===== config.mk =====
export PLATFORM = sky130hd
export DESIGN_NAME = pn3d_ram
export DESIGN_NICKNAME = d
export VERILOG_FILES = /design/src/pn3d_ram.sv
export SDC_FILE = /design/constraint.sdc
export NUM_CORES = 2
export LEC_CHECK = 0
export BUFFER_PORTS_ARGS = -buffer_cell sky130_fd_sc_hd__buf_2
export CORE_UTILIZATION = 46
export CTS_CLUSTER_SIZE = 20
export DETAILED_ROUTE_END_ITERATION = 6
export GPL_ROUTABILITY_DRIVEN = 0
export PLACE_DENSITY = 0.64
export SETUP_SLACK_MARGIN = 0.02
export SYNTH_ARGS = -nofsm -noshare
export SYNTH_HDL_FRONTEND = slang
export SYNTH_SLANG_ARGS = --single-unit

===== constraint.sdc =====
create_clock -name clk_i -period 2.4 [get_ports clk_i]
set_input_delay 0.36 -clock clk_i [delete_from_list [all_inputs] [get_ports clk_i]]
set_output_delay 0.36 -clock clk_i [all_outputs]
set_load 0.005 [all_outputs]

===== src/pn3d_ram.sv =====
// generic single write port ram with one registered read port
`default_nettype none
module pn3d_ram #(
  parameter int WIDTH = 8,
  parameter int DEPTH = 256
) (
  input  wire logic                     clk_i,
  input  wire logic                     we_i,
  input  wire logic [$clog2(DEPTH)-1:0] waddr_i,
  input  wire logic [WIDTH-1:0]         wdata_i,
  input  wire logic                     re_i,
  input  wire logic [$clog2(DEPTH)-1:0] raddr_i,
  output logic      [WIDTH-1:0]         rdata_o
);

  logic [WIDTH-1:0] mem_q [DEPTH];
  logic [WIDTH-1:0] rdata_q;

  // write port
  always_ff @(posedge clk_i) begin
    if (we_i) begin
      mem_q[waddr_i] <= wdata_i;
    end
  end

  // registered read, held while re is low
  always_ff @(posedge clk_i) begin
    if (re_i) begin
      rdata_q <= mem_q[raddr_i];
    end
  end

  assign rdata_o = rdata_q;

endmodule
`default_nettype wire


==> results by group <==
Cells and area
  – Register area: 61700 sq um
  – Most frequent cells in the layout: 2056 x edfxtp_1, 637 x buf_4, 455 x mux4_2, 277 x nor2_1, 206 x clkbuf_16
  – Layout cells sized above 1: 0.335
  – Fin area: approximately 95000 sq um
  – Filler instances: approximately 13000
  – Nets: ~4500
  – Most common cell after layout, fill and taps aside: edfxtp_1
  – Layout area overhead: 19.0%
  – Area of the multi-input gates: 16700 sq um
  – Layout Cells excl Fill: 6944

Clock tree
  – CTS Buf Count: 203
  – Clock Pin Slew Worst Setup and Hold Paths: ~0.06 ns
  – CTS root buf: clkbuf_16
  – Sink Count: 2056
  – CTS tree: done
  – H-tree depth: 4
  – CTS Buffer Depth: 3
  – Number of setup buffers added after CTS: 0
  – Clk_lat worst skew: just over 0.8 ns

Pwr
  – Pleak: 30.8 nW
  – Internal power: 58.8 mW
  – Clk pwr share: 0.414
  – Final Power: 74.8 mW
  – Reg power frac: 0.530
  – Pwr Density: 789 nW/um^2
  – Switching portion of total power: 0.214
  – Switching power: 16.0 mW
  – Max VDD drop: 0.814 mV
  – Combinational fraction of design power: 0.056

Yosys
  – Synth Area per Inst: between 20 and 25 sq um
  – Leading area contributor after synthesis: edfxtp_1
  – Area contributors post-synth: edfxtp_1 78%, mux4_2 13%, mux2i_1 1.7%
  – #FFs+latches synth: 2056
  – Syn Std Cell Area: 79600 sq um
  – Syn Inst Count: 3733
  – Post-synthesis sequential area ratio: 0.775
  – Syn Nets: 3760
  – Post-synthesis cell type count: 54
  – Synth top area share: 0.775
  – Post-synth EDFFs: 2056
  – Synth Warn #: 0
  – Most common flop cell mapped by yosys: edfxtp_1
  – Synth async-reset ratio: 0

Global routing
  – Largest net degree at the start of global routing: 103
  – Vias in the first global route: 41100
  – Initial antenna violation count: 9
  – First-pass GRT wire length: ~290000 um
  – Global route total overflow: 0
  – All-Layer GR Usage: 0.226

Critical path
  – Crit start category: primary input
  – R2r endpoint: rdata_o[2]
  – Crit. End Element: register
  – Setup CP Type: in -> reg
  – WP data arrival: about 3 ns
  – Worst Path Max Fanout: 23
  – Reg2reg start: mem_q[80][2]
  – R2r setup slk: -0.04 ns
  – WP data required: 2.97 ns
  – Reg2Reg Depth: 6

Floorplanning
  – Die H: 418 um
  – Core area: 172000 sq um
  – # rows: 152
  – Die area: 175000 sq um
  – Initial core utilization: 0.464
  – Die W: ~420 um
  – Top-Level Pins: 35

Placed design
  – Placed Instances: 6571
  – Area after DPL: slightly below 90000 sq um
  – Dpl hpwl: 129000 um
  – Port Buf Inserts: 34

Timing
  – Worst Tran Pin Value: 0.922 ns
  – Fmax: 410 MHz
  – Hold_ws: 0.0331 ns
  – Final Cycle Share: 1.02
  – Final setup violation count: 2
  – Final-report hold violation count: 0
  – Worst Skew: 0.0496 ns
  – Pins Over Slew Limit: 0
  – Worst rel slew slack: 0.370
  – Period minus WS final: between 2 and 2.5 ns
  – Final worst-path setup slack: -0.0410 ns
  – RSZ-0062 raised after global routing: true

Detailed routing
  – Antenna viol nets, final: 0
  – DR DRC count: 0
  – Vias per inst: 5.86
  – Wire length per cell: 28.3 um
  – Detailed-route via count: 40700
  – Drt pass-1 iters: 5
  – Violation count after the first detailed-route iteration: 4334
  – Post-Route WL: 197000 um

Worst hold path
  – Min-delay src: wdata_i[2]
  – Hold endpoint: mem_q[157][2]
  – Hold Path Depth: 1
  – HP Class: in -> reg

Run status
  – Failing checks: negative setup slack
  – Outcome: finished with violations

Job
  – Max_cap viols: 0
-- routing by layer --
| metal | wire, um | up-vias | track usage |
|---|---|---|---|
| met4 | 6360 | 0 | 0.0739 |
| met3 | 14800 | 319 | 0.0383 |
| met1 | 80300 | 21500 | 0.319 |
| met5 | 0 | - | 0 |
| met2 | 95100 | 1729 | 0.362 |
| li1 | - | 17200 | - |
-- power groups by stage --
stage | Combinational (mW) | Clock, mW | Sequential, mW
2_1_floorplan | 1.93 | 0 | 40.4
3_3_place_gp | 4.07 | 0 | 40.4
3_5_place_dp | 4.12 | 0 | 40.4
4_1_cts | 4.18 | 31.5 | 39.6
5_1_grt | 4.39 | 32.8 | 39.6
6_report | 4.17 | 31.0 | 39.6
-- worst max-delay path by stage --
stage | startpoint | end | slack, ns | depth (start not counted)
after detailed placement | raddr_i[0] | rdata_o[0] | -1.33 | 10
final | raddr_i[0] | rdata_o[0] | -0.04 | 11
after floorplan | raddr_i[0] | rdata_o[2] | 0.02 | 9
after global placement | raddr_i[0] | rdata_o[0] | -1.36 | 10
after CTS | mem_q[83][0] | rdata_o[0] | -0.02 | 6
after global routing | mem_q[87][2] | rdata_o[2] | -0.12 | 6
-- cells by family (layout without fill, tap and decap cells) --
family	count (synthesis)	count (layout)	share of synthesized area
other cells	0	3	0
compound gates	385	385	0.0342
buf+inv	235	1133	0.0183
flops	2056	2056	0.775
mux	591	591	0.146
simple gates	466	466	0.0263
-- sequential cells by signal, indices dropped and copies added (netlist names) --
register  cells
rdata_o       8
mem_q      2048
-- cell usage after synthesis, types with 3 or more instances --
| library cell | number |
|---|---|
| buf_8 | 13 |
| and2_1 | 6 |
| mux4_2 | 454 |
| or2_2 | 4 |
| nor2b_1 | 31 |
| o21ai_0 | 10 |
| o32ai_1 | 4 |
| o221ai_1 | 46 |
| mux2i_1 | 134 |
| a21oi_1 | 96 |
| clkbuf_1 | 111 |
| nand3_1 | 34 |
| nand2b_1 | 8 |
| buf_6 | 21 |
| nand4_1 | 10 |
| o211ai_1 | 10 |
| a221oi_1 | 13 |
| o22a_1 | 5 |
| buf_1 | 22 |
| nor4_2 | 3 |
| nor2_1 | 282 |
| a211oi_1 | 16 |
| edfxtp_1 | 2056 |
| o22ai_1 | 28 |
| buf_12 | 8 |
| a22oi_1 | 133 |
| a22o_1 | 8 |
| buf_4 | 27 |
| nand2_1 | 33 |
| nor4_1 | 24 |
| buf_2 | 31 |
| nor3_1 | 22 |
-- worst max-delay path: stages --
cell and delay (ns):
buf_12 0.22, buf_12 0.20, buf_12 0.18, buf_12 0.22, mux4_2 0.57, o211ai_1 0.18
a21oi_1 0.16, buf_4 0.19, nor4_4 0.43, buf_4 0.19, nor4_2 0.04
-- through the flow --
| step | setup slack [ns] | setup TNS, ns | utilization |
|---|---|---|---|
| global placement | -1.36 | -8.41 | 0.512 |
| floorplan | 0.0209 | 0 | - |
| finish | -0.0410 | -0.0779 | 0.552 |
| CTS | -0.0204 | -0.0204 | 0.551 |
| global route | -0.119 | -0.203 | 0.552 |
| detailed placement | -1.33 | -8.44 | 0.512 |
-- what timing repair did --
item,in CTS,in global routing
pin swaps,2,10
endpoints found under the hold margin,140,0
endpoints found under the setup margin,7,7
hold buffers,5,0
resized for setup,28,13
-- final cells by class --
cell class | instances | share of cell area
antenna | 3 | 0.0000792
clock buffer | 241 | 0.0558
clock inverter | 126 | 0.0128
inverter | 2 | 0.0000792
multi-input combinational | 1442 | 0.176
sequential | 2056 | 0.652
tap | 2310 | 0.0305
timing repair buffer | 764 | 0.0728
Power figures use the tool's default switching activity.
